**src/sv/permutation_enumerator_top_macros.svh**
```systemverilog
// Assertion macros shared by the permutation enumerator RTL.
`ifndef PERMUTATION_ENUMERATOR_TOP_MACROS_SVH
`define PERMUTATION_ENUMERATOR_TOP_MACROS_SVH
`ifndef ASSERT_OFF
`define PE_ASSERT(lbl, clk, rst_n, prop, msg) \
  lbl: assert property (@(posedge clk) disable iff (!rst_n) (prop)) else $error(msg);
`define PE_ASSERT_IMP(lbl, clk, rst_n, ante, cons, msg) \
  lbl: assert property (@(posedge clk) disable iff (!rst_n) (ante) |-> (cons)) else $error(msg);
`define PE_ASSERT_NXT(lbl, clk, rst_n, ante, cons, msg) \
  lbl: assert property (@(posedge clk) disable iff (!rst_n) (ante) |=> (cons)) else $error(msg);
`else
`define PE_ASSERT(lbl, clk, rst_n, prop, msg)
`define PE_ASSERT_IMP(lbl, clk, rst_n, ante, cons, msg)
`define PE_ASSERT_NXT(lbl, clk, rst_n, ante, cons, msg)
`endif
`endif

```
**src/sv/perm_enum_pkg.sv**
```systemverilog
// Shared types and constants of the permutation enumerator.
`timescale 1ns / 1ps
package perm_enum_pkg;

  localparam int LEN_W        = 4;
  localparam int VAL_W        = 4;
  localparam int POS_W        = 3;
  localparam int RESULT_LIMIT = 8;
  localparam int LEN_RESET    = 3;

  // Commands from the controller to the datapath.
  typedef struct packed {
    logic start;
    logic step;
    logic emit;
    logic emit_done;
  } pe_cmd_t;

  // Status from the datapath to the controller.
  typedef struct packed {
    logic exhaust;
    logic to_check;
    logic has_repeat;
    logic emit_last;
  } pe_sts_t;

endpackage

```
**src/sv/perm_enum_in_if.sv**
```systemverilog
// Request channel: valid/ready handshake carrying the restart flag.
`timescale 1ns / 1ps
interface perm_enum_in_if;
  logic valid;
  logic ready;
  logic restart;

  modport source (output valid, output restart, input ready);
  modport sink (input valid, input restart, output ready);
endinterface

```
**src/sv/perm_enum_out_if.sv**
```systemverilog
// Result channel: valid/ready handshake carrying one permutation element.
`timescale 1ns / 1ps
interface perm_enum_out_if;
  import perm_enum_pkg::*;

  logic             valid;
  logic             ready;
  logic [VAL_W-1:0] elem_value;
  logic [POS_W-1:0] elem_pos;
  logic             last_elem;
  logic             exhausted;

  modport source (output valid, output elem_value, output elem_pos, output last_elem,
                  output exhausted, input ready);
  modport sink (input valid, input elem_value, input elem_pos, input last_elem,
                input exhausted, output ready);
endinterface

```
**src/sv/perm_enum_ctrl.sv**
```systemverilog
// Controller state machine of the permutation enumerator.
`timescale 1ns / 1ps
`include "permutation_enumerator_top_macros.svh"
module perm_enum_ctrl (
  input  logic                   clk_i,
  input  logic                   rst_ni,
  input  logic                   in_valid_i,
  output logic                   in_ready_o,
  input  logic                   out_ready_i,
  output logic                   out_valid_o,
  output perm_enum_pkg::pe_cmd_t cmd_o,
  input  perm_enum_pkg::pe_sts_t sts_i
);
  import perm_enum_pkg::*;

  typedef enum logic [4:0] {
    S_IDLE   = 5'b00001,
    S_STEP   = 5'b00010,
    S_CHECK  = 5'b00100,
    S_EMIT   = 5'b01000,
    S_FINISH = 5'b10000
  } pe_state_e;

  pe_state_e state_q, state_d;
  logic      out_valid_q, out_valid_d;
  logic      accept;
  logic      slot_free;

  assign in_ready_o  = (state_q == S_IDLE);
  assign accept      = in_valid_i & in_ready_o;
  assign slot_free   = !out_valid_q || out_ready_i;
  assign out_valid_o = out_valid_q;

  always_comb begin
    state_d = state_q;
    cmd_o   = '0;
    case (state_q)
      S_IDLE: begin
        if (accept) begin
          cmd_o.start = 1'b1;
          state_d     = S_STEP;
        end
      end
      S_STEP: begin
        cmd_o.step = 1'b1;
        if (sts_i.exhaust) begin
          state_d = S_FINISH;
        end else if (sts_i.to_check) begin
          state_d = S_CHECK;
        end
      end
      S_CHECK: begin
        state_d = sts_i.has_repeat ? S_STEP : S_EMIT;
      end
      S_EMIT: begin
        if (slot_free) begin
          cmd_o.emit = 1'b1;
          if (sts_i.emit_last) begin
            state_d = S_IDLE;
          end
        end
      end
      S_FINISH: begin
        if (slot_free) begin
          cmd_o.emit_done = 1'b1;
          state_d         = S_IDLE;
        end
      end
      default: begin
        state_d = S_IDLE;
      end
    endcase
  end

  always_comb begin
    if (cmd_o.emit || cmd_o.emit_done) begin
      out_valid_d = 1'b1;
    end else if (out_ready_i) begin
      out_valid_d = 1'b0;
    end else begin
      out_valid_d = out_valid_q;
    end
  end

  always_ff @(posedge clk_i or negedge rst_ni) begin
    if (!rst_ni) begin
      state_q     <= S_IDLE;
      out_valid_q <= 1'b0;
    end else begin
      state_q     <= state_d;
      out_valid_q <= out_valid_d;
    end
  end

  // Values do not change between a passed check and the last emitted element.
  `PE_ASSERT_IMP(a_emit_no_repeat, clk_i, rst_ni, state_q == S_EMIT, !sts_i.has_repeat, "repeat seen while emitting")
  // A beat is only loaded into the output slot when the slot can take it.
  `PE_ASSERT_IMP(a_load_slot_free, clk_i, rst_ni, cmd_o.emit || cmd_o.emit_done, !out_valid_q || out_ready_i, "output slot overwritten")

endmodule

```
**src/sv/perm_enum_dp.sv**
```systemverilog
// Datapath of the permutation enumerator: position values, depth, checks, output slot.
`timescale 1ns / 1ps
`include "permutation_enumerator_top_macros.svh"
module perm_enum_dp #(
  parameter int MAX_N = 8
) (
  input  logic                               clk_i,
  input  logic                               rst_ni,
  input  logic                               cfg_we_i,
  input  logic [perm_enum_pkg::LEN_W-1:0]    cfg_wdata_i,
  input  logic                               restart_i,
  input  perm_enum_pkg::pe_cmd_t             cmd_i,
  output perm_enum_pkg::pe_sts_t             sts_o,
  output logic [perm_enum_pkg::VAL_W-1:0]    elem_value_o,
  output logic [perm_enum_pkg::POS_W-1:0]    elem_pos_o,
  output logic                               last_elem_o,
  output logic                               exhausted_o
);
  import perm_enum_pkg::*;

  localparam int LIM     = (MAX_N < RESULT_LIMIT) ? MAX_N : RESULT_LIMIT;
  localparam int IW      = (LIM > 1) ? $clog2(LIM) : 1;
  localparam int LEN_RST = (LEN_RESET > LIM) ? LIM : LEN_RESET;

  localparam logic [LEN_W-1:0] LimLen = LEN_W'(LIM);
  localparam logic [LEN_W-1:0] RstLen = LEN_W'(LEN_RST);

  logic [LEN_W-1:0] len_q;
  logic [LEN_W-1:0] len_cfg;
  logic [VAL_W-1:0] val_q [LIM];
  logic [IW-1:0]    depth_q;
  logic [IW-1:0]    idx_q;
  logic             done_q;

  logic [LEN_W-1:0] last_w;
  logic [IW-1:0]    last_idx;
  logic [IW-1:0]    rd_idx;
  logic [VAL_W-1:0] rd_val;
  logic             can_inc;
  logic             at_last;
  logic             has_rep;

  logic [VAL_W-1:0] elem_value_q;
  logic [POS_W-1:0] elem_pos_q;
  logic             last_elem_q;
  logic             exhausted_q;

  always_comb begin
    if (cfg_wdata_i == '0) begin
      len_cfg = LEN_W'(1);
    end else if (cfg_wdata_i > LimLen) begin
      len_cfg = LimLen;
    end else begin
      len_cfg = cfg_wdata_i;
    end
  end

  assign last_w   = len_q - LEN_W'(1);
  assign last_idx = last_w[IW-1:0];

  // One read port: the emit counter while emitting, the search depth otherwise.
  assign rd_idx  = cmd_i.emit ? idx_q : depth_q;
  assign rd_val  = val_q[rd_idx];
  assign can_inc = (LEN_W'(rd_val) < len_q);
  assign at_last = (depth_q == last_idx);

  always_comb begin
    has_rep = 1'b0;
    for (int i = 1; i < LIM; i++) begin
      for (int j = 0; j < i; j++) begin
        if ((LEN_W'(i) < len_q) && (val_q[i] == val_q[j])) begin
          has_rep = 1'b1;
        end
      end
    end
  end

  assign sts_o.exhaust    = done_q || (!can_inc && (depth_q == '0));
  assign sts_o.to_check   = !done_q && can_inc && at_last;
  assign sts_o.has_repeat = has_rep;
  assign sts_o.emit_last  = (idx_q == last_idx);

  always_ff @(posedge clk_i or negedge rst_ni) begin
    if (!rst_ni) begin
      len_q   <= RstLen;
      depth_q <= '0;
      done_q  <= 1'b0;
      idx_q   <= '0;
      for (int i = 0; i < LIM; i++) begin
        val_q[i] <= '0;
      end
    end else begin
      if (cfg_we_i || (cmd_i.start && restart_i)) begin
        if (cfg_we_i) begin
          len_q <= len_cfg;
        end
        depth_q <= '0;
        done_q  <= 1'b0;
        for (int i = 0; i < LIM; i++) begin
          val_q[i] <= '0;
        end
      end else if (cmd_i.step && !done_q) begin
        if (can_inc) begin
          val_q[depth_q] <= rd_val + VAL_W'(1);
          if (!at_last) begin
            depth_q <= depth_q + IW'(1);
          end
        end else if (depth_q == '0) begin
          done_q <= 1'b1;
        end else begin
          // Backing out clears the position so a later descent finds it at zero.
          val_q[depth_q] <= '0;
          depth_q        <= depth_q - IW'(1);
        end
      end
      if (cmd_i.step) begin
        idx_q <= '0;
      end else if (cmd_i.emit) begin
        idx_q <= idx_q + IW'(1);
      end
    end
  end

  always_ff @(posedge clk_i) begin
    if (cmd_i.emit) begin
      elem_value_q <= rd_val;
      elem_pos_q   <= POS_W'(idx_q);
      last_elem_q  <= (idx_q == last_idx);
      exhausted_q  <= 1'b0;
    end else if (cmd_i.emit_done) begin
      elem_value_q <= '0;
      elem_pos_q   <= '0;
      last_elem_q  <= 1'b1;
      exhausted_q  <= 1'b1;
    end
  end

  assign elem_value_o = elem_value_q;
  assign elem_pos_o   = elem_pos_q;
  assign last_elem_o  = last_elem_q;
  assign exhausted_o  = exhausted_q;

  `PE_ASSERT(a_depth_in_range, clk_i, rst_ni, LEN_W'(depth_q) <= last_w, "depth beyond last position")
  `PE_ASSERT_IMP(a_value_bounded, clk_i, rst_ni, cmd_i.step, LEN_W'(rd_val) <= len_q, "position value above length")
  `PE_ASSERT_NXT(a_done_sticky, clk_i, rst_ni, done_q && !cfg_we_i && !(cmd_i.start && restart_i), done_q, "done flag dropped without restart")

endmodule

```
**src/sv/permutation_enumerator_top.sv**
```systemverilog
// Top level of the permutation enumerator: controller, datapath and channel wiring.
// A request is accepted in idle, then the search steps run with a duplicate check for each
// full-length candidate, then n result beats (one beat when exhausted) follow, 1 per cycle
// while ready. Throughput is set by the backtracking step loop; one request is in work at a time.
// Reset (rst_ni low, asynchronous) sets length 3, clears all positions, depth and done.
`timescale 1ns / 1ps
module permutation_enumerator_top #(
  parameter int MAX_N = 8
) (
  input  logic                            clk_i,
  input  logic                            rst_ni,
  input  logic                            cfg_we_i,
  input  logic [perm_enum_pkg::LEN_W-1:0] cfg_wdata_i,
  perm_enum_in_if.sink                    req_i,
  perm_enum_out_if.source                 rsp_o
);
  import perm_enum_pkg::*;

  // The controller sequences each request: it accepts a beat, drives the search one
  // step per cycle, enters the check state for the duplicate check whenever the last
  // position holds a fresh candidate, and then streams the elements out.
  pe_cmd_t cmd;
  pe_sts_t sts;

  perm_enum_ctrl u_ctrl (
    .clk_i       (clk_i),
    .rst_ni      (rst_ni),
    .in_valid_i  (req_i.valid),
    .in_ready_o  (req_i.ready),
    .out_ready_i (rsp_o.ready),
    .out_valid_o (rsp_o.valid),
    .cmd_o       (cmd),
    .sts_i       (sts)
  );

  // The datapath keeps the per-position values, the depth, the done flag and the
  // registered output slot. The slot lets the controller go back to idle and take
  // the next request while the final beat of the previous one still waits.
  // A length write restarts the search, so stored values always stay within 0..n.
  perm_enum_dp #(
    .MAX_N (MAX_N)
  ) u_dp (
    .clk_i        (clk_i),
    .rst_ni       (rst_ni),
    .cfg_we_i     (cfg_we_i),
    .cfg_wdata_i  (cfg_wdata_i),
    .restart_i    (req_i.restart),
    .cmd_i        (cmd),
    .sts_o        (sts),
    .elem_value_o (rsp_o.elem_value),
    .elem_pos_o   (rsp_o.elem_pos),
    .last_elem_o  (rsp_o.last_elem),
    .exhausted_o  (rsp_o.exhausted)
  );

endmodule

```
**src/flat_wrapper.sv**
```systemverilog
// flat-port wrapper written by rule: the top's interface ports become plain ports
module permutation_enumerator_top_flat import perm_enum_pkg::*;
#(
  parameter int MAX_N = 8
)
  (clk_i, rst_ni, cfg_we_i, cfg_wdata_i, req_i_valid, req_i_restart, req_i_ready, rsp_o_valid, rsp_o_elem_value, rsp_o_elem_pos, rsp_o_last_elem, rsp_o_exhausted, rsp_o_ready);
  perm_enum_in_if req_i_i ();
  perm_enum_out_if rsp_o_i ();
  input  logic clk_i;
  input  logic rst_ni;
  input  logic cfg_we_i;
  input  logic [perm_enum_pkg::LEN_W-1:0] cfg_wdata_i;
  input wire logic [$bits(req_i_i.valid)-1:0] req_i_valid;
  input wire logic [$bits(req_i_i.restart)-1:0] req_i_restart;
  output wire logic [$bits(req_i_i.ready)-1:0] req_i_ready;
  output wire logic [$bits(rsp_o_i.valid)-1:0] rsp_o_valid;
  output wire logic [$bits(rsp_o_i.elem_value)-1:0] rsp_o_elem_value;
  output wire logic [$bits(rsp_o_i.elem_pos)-1:0] rsp_o_elem_pos;
  output wire logic [$bits(rsp_o_i.last_elem)-1:0] rsp_o_last_elem;
  output wire logic [$bits(rsp_o_i.exhausted)-1:0] rsp_o_exhausted;
  input wire logic [$bits(rsp_o_i.ready)-1:0] rsp_o_ready;
  assign req_i_i.valid = req_i_valid;
  assign req_i_i.restart = req_i_restart;
  assign req_i_ready = req_i_i.ready;
  assign rsp_o_valid = rsp_o_i.valid;
  assign rsp_o_elem_value = rsp_o_i.elem_value;
  assign rsp_o_elem_pos = rsp_o_i.elem_pos;
  assign rsp_o_last_elem = rsp_o_i.last_elem;
  assign rsp_o_exhausted = rsp_o_i.exhausted;
  assign rsp_o_i.ready = rsp_o_ready;
  permutation_enumerator_top #(.MAX_N(MAX_N)) u_core (.clk_i(clk_i), .rst_ni(rst_ni), .cfg_we_i(cfg_we_i), .cfg_wdata_i(cfg_wdata_i), .req_i(req_i_i), .rsp_o(rsp_o_i));
endmodule
```
**config.mk**
```make
export PLATFORM = sky130hd
export DESIGN_NAME = permutation_enumerator_top_flat
export DESIGN_NICKNAME = d
export VERILOG_FILES = /design/src/sv/perm_enum_pkg.sv /design/src/sv/perm_enum_in_if.sv /design/src/sv/perm_enum_out_if.sv /design/src/sv/perm_enum_ctrl.sv /design/src/sv/perm_enum_dp.sv /design/src/sv/permutation_enumerator_top.sv /design/src/flat_wrapper.sv
export VERILOG_INCLUDE_DIRS = /design/src /design/src/sv
export SDC_FILE = /design/constraint.sdc
export NUM_CORES = 1
export LEC_CHECK = 0
export BUFFER_PORTS_ARGS = -buffer_cell sky130_fd_sc_hd__buf_2
export CORE_ASPECT_RATIO = 0.5
export CORE_MARGIN = 2
export CORE_UTILIZATION = 55
export DETAILED_ROUTE_END_ITERATION = 10
export HOLD_SLACK_MARGIN = 0.08
export PLACE_DENSITY = 0.72
export SETUP_SLACK_MARGIN = 0.2
export SYNTH_ARGS = -nofsm -noshare
export SYNTH_HDL_FRONTEND = slang
export SYNTH_SLANG_ARGS = --single-unit
```
**constraint.sdc**
```tcl
create_clock -name clk_i -period 5.52 [get_ports clk_i]
set_input_delay 0.276 -clock clk_i [delete_from_list [all_inputs] [get_ports clk_i]]
set_output_delay 0.276 -clock clk_i [all_outputs]
set_load 0.005 [all_outputs]
```
==> results.yml <==
synth:
  yosys_warnings: 0
  synth_area_leaders: "dfrtp_1, xnor2_1, xor2_1, edfxtp_1, nand2_1"
  yosys.area.top_type: "dfrtp_1"
  synth-async-reset-ratio: 0.845
  postSynthCellCount: 565
  yosys.cell_types.count: 62
  avgSynthCellArea_um2: 8.58
  synthesis.nets: 584
  ys_ff_latch: 58
  yosysSeqAreaShare: 0.307
  synth_edf_count: 8
  netlist_area_um2: 4850
  synth_top_area_frac: 0.237
  synth-main-ff-cell: "dfrtp_1"
placement:
  port_buffers: 20
  dp.cells: 654
  dp_hpwl_mm: 9.90
  gp_congestion: 0.994
  dp_worst_setup_slack_ns: 0.961
routing:
  finalWirelength_mm: 13.8
  drtPass1Iterations: 5
  viasPerCell: 6.37
  drc_errors: 0
  drtAntennaViolNets: 0
  drt_first_iter_violations: 395
  routedWlPerCell_um: 20.7
  via_count: 4265
pwr:
  clkPwrFrac: 0.345
  switchingPower_uw: 535
  combPwrFrac: 0.292
  intPower_uw: 937
  p_seq_frac: 0.363
  power_density_nw_per_um2: 284
  ir_worst_vdd_mv: 0.257
  sw_frac_of_total: 0.364
  leakagePower_uw: 0.00212
global_routing:
  grt_overflow: 0
  grt_max_degree: 50
  grt_antenna_before_repair: 0
  grt_pass1_vias: 3940
  grt_pass1_wl_mm: 22.1
  track_usage: 0.307
timing:
  finalMaxSlewViolations: 0
  slew_headroom: 0.283
  tightest_slew_ns: 1.08
  setup_viol: 0
  hold_viol: 0
  min_period_over_period: 0.846
  fin_ws_ns: 0.851
  finalSetupTns_ns: 0
  fmax_mhz: 214
  clock_skew_ns: 0.00494
  period_needed_ns: 4.67
  rsz0062_at_grt: "false"
critical_path:
  reg2reg_slack_ns: 0.85
  endpoint_kind: "register"
  worst_setup_path_start_kind: "register"
  r2r_start: "u_core.u_ctrl.state_q[2]$_DFFE_PN0P_"
  cp.arrival_ns: 4.90
  cp-startpoint: "u_core.u_ctrl.state_q[2]$_DFFE_PN0P_"
  crit_end: "u_core.u_dp.depth_q[1]$_DFFE_PN0P_"
  critPathMaxFanout: 11
  critPathRequiredTime_ns: 5.75
  r2r_cells: 14
  setup.worst_path.class: "register to register"
  rr_endpoint: "u_core.u_dp.depth_q[1]$_DFFE_PN0P_"
cells_and_area:
  multi_input_area_um2: 3070
  drive_gt1_frac: 0.110
  fillers: 749
  instances_no_fill: 670
  areaGrowthSynthToFinish_pct: 7.05
  finalNetCount: 567
  final-seq-area_um2: 1490
  diodes: 0
cts:
  postCtsHoldBufs: 0
  insertion_delay_ns: 0.33
  cts_tree: "done"
  cts-root-buf: "clkbuf_16"
  post-cts-setup-buffer-count: 0
  htree_levels: 3
  cts_resized: 0
  numCtsBuffers: 9
  cts_max_path_buffers: 2
  path_clk_slew_ns: 0.05
  cts_sinks: 58
run:
  maxCapViolCount: 0
die:
  ioPinCount: 21
  rows: 24
  die_h_um: 70.4
  initial_core_util: 0.562
  die_area_um2: 9630
  core_um2: 8620
  die_x_um: 137
hold_path:
  hold_class: "input pin to asynchronous set/reset pin"
run_status:
  status: "complete, no violations"
logic make-up (layout without fill, tap and decap cells):
| kind of cell | count (synthesis) | after routing | share of synthesized area |
|---|---|---|---|
| adders and majority gates | 9 | 9 | 0.0248 |
| and+or+nand+nor | 181 | 181 | 0.188 |
| muxes | 9 | 9 | 0.0214 |
| buffers and inverters | 72 | 60 | 0.0612 |
| DFF | 58 | 58 | 0.307 |
| xor gates and xnor gates | 122 | 122 | 0.220 |
| AOI/OAI and AO/OA | 114 | 114 | 0.177 |
metal layers:
layer	global-route usage	up-vias	part of all wire
met2	0.436	207	0.42
met5	0	-	0
met4	0.104	0	0.021
met3	0.0930	33	0.099
met1	0.441	2051	0.46
li1	-	1974	-
power by group through the flow:
stage          clock [uW]  combinational [uW]  sequential [uW]
5_1_grt               536                 474              538
3_3_place_gp            0                 418              539
2_1_floorplan           0                 363              489
6_report              508                 430              534
3_5_place_dp            0                 424              539
4_1_cts               516                 428              531
worst max-delay path: stages (launching register included):
cell and delay, ns:
dfrtp_1 0.45, or3_4 0.50, nor3_2 0.43, mux2i_1 0.51
a221oi_1 0.11, a31oi_1 0.37, inv_1 0.09, ha_1 0.23
a2111oi_0 0.55, inv_1 0.11, o31ai_2 0.23, buf_4 0.22
fa_1 0.40, a21boi_0 0.13, a311oi_1 0.24
sequential cells by signal, indices dropped and copies added (netlist names), 3 cells and up:
name / count
u_core.u_dp.val_q: 32
u_core.u_dp.elem_value_o: 4
u_core.u_ctrl.state_q: 5
u_core.u_dp.len_q: 4
u_core.u_dp.depth_q: 3
u_core.u_dp.elem_pos_o: 3
u_core.u_dp.idx_q: 3
Yosys cell counts (10+ instances only):
| cell type | number |
|---|---|
| nor2_1 | 34 |
| dfrtp_1 | 46 |
| nand2_1 | 57 |
| xor2_1 | 43 |
| nand3_1 | 15 |
| nand2b_1 | 12 |
| clkbuf_1 | 41 |
| nand4_1 | 22 |
| o21ai_0 | 20 |
| inv_1 | 17 |
| xnor2_1 | 79 |
| o22ai_1 | 22 |
| nor3_1 | 10 |
area by class of cell:
cell class                 instances  area share
clock buffer                      11      0.0468
clock inverter                     5     0.00579
inverter                          18      0.0130
multi-input combinational        435       0.591
sequential                        58       0.287
tap                              117      0.0282
timing repair buffer              26      0.0280
per-stage QoR:
step                      utilization  hold WS, ns  total power (uW)  instance area [um^2]
after detailed placement        0.570        0.495               963                  4920
after global routing            0.602        0.173              1550                  5190
after CTS                       0.602        0.155              1470                  5190
after global placement          0.570        0.501               956                  4920
after floorplan                     -      -0.0196               852                  4850
final                           0.602        0.149              1470                  5190
how the worst min path moves through the flow:
stage,to,depth (start not counted),from
2_1_floorplan,u_core.u_ctrl.out_valid_o$_DFFE_PN0P_,0,rst_ni
3_3_place_gp,u_core.u_dp.len_q[2]$_DFFE_PN0P_,2,cfg_wdata_i[3]
3_5_place_dp,u_core.u_dp.exhausted_o$_SDFFE_PP0P_,2,u_core.u_dp.exhausted_o$_SDFFE_PP0P_
4_1_cts,u_core.u_dp.len_q[2]$_DFFE_PN0P_,2,cfg_wdata_i[3]
5_1_grt,u_core.u_dp.len_q[2]$_DFFE_PN0P_,2,cfg_wdata_i[3]
6_report,u_core.u_dp.idx_q[0]$_DFFE_PN0P_,1,rst_ni
cells in the final DEF, fill, tap and decap left out, types with 3 or more instances in the layout:
cell type / n
a2111oi_0: 8
nand2_1: 57
o32ai_1: 4
a311oi_1: 5
o21ai_0: 20
a32oi_1: 8
xor2_1: 43
dfrtp_1: 46
nand2b_1: 12
clkinv_2: 3
o211ai_1: 3
or3_1: 3
nor2_1: 34
nor4_1: 8
o22ai_1: 22
a21oi_1: 6
nand4_1: 22
a211oi_1: 8
a31oi_1: 7
mux2i_1: 7
and2_1: 3
clkbuf_16: 9
buf_4: 6
xnor2_1: 79
nand3_1: 15
buf_2: 20
ha_1: 8
nor2b_1: 5
o311a_1: 4
dfstp_2: 3
edfxtp_1: 8
inv_1: 17
nor3_1: 10
(Power assumes the default switching activity.)
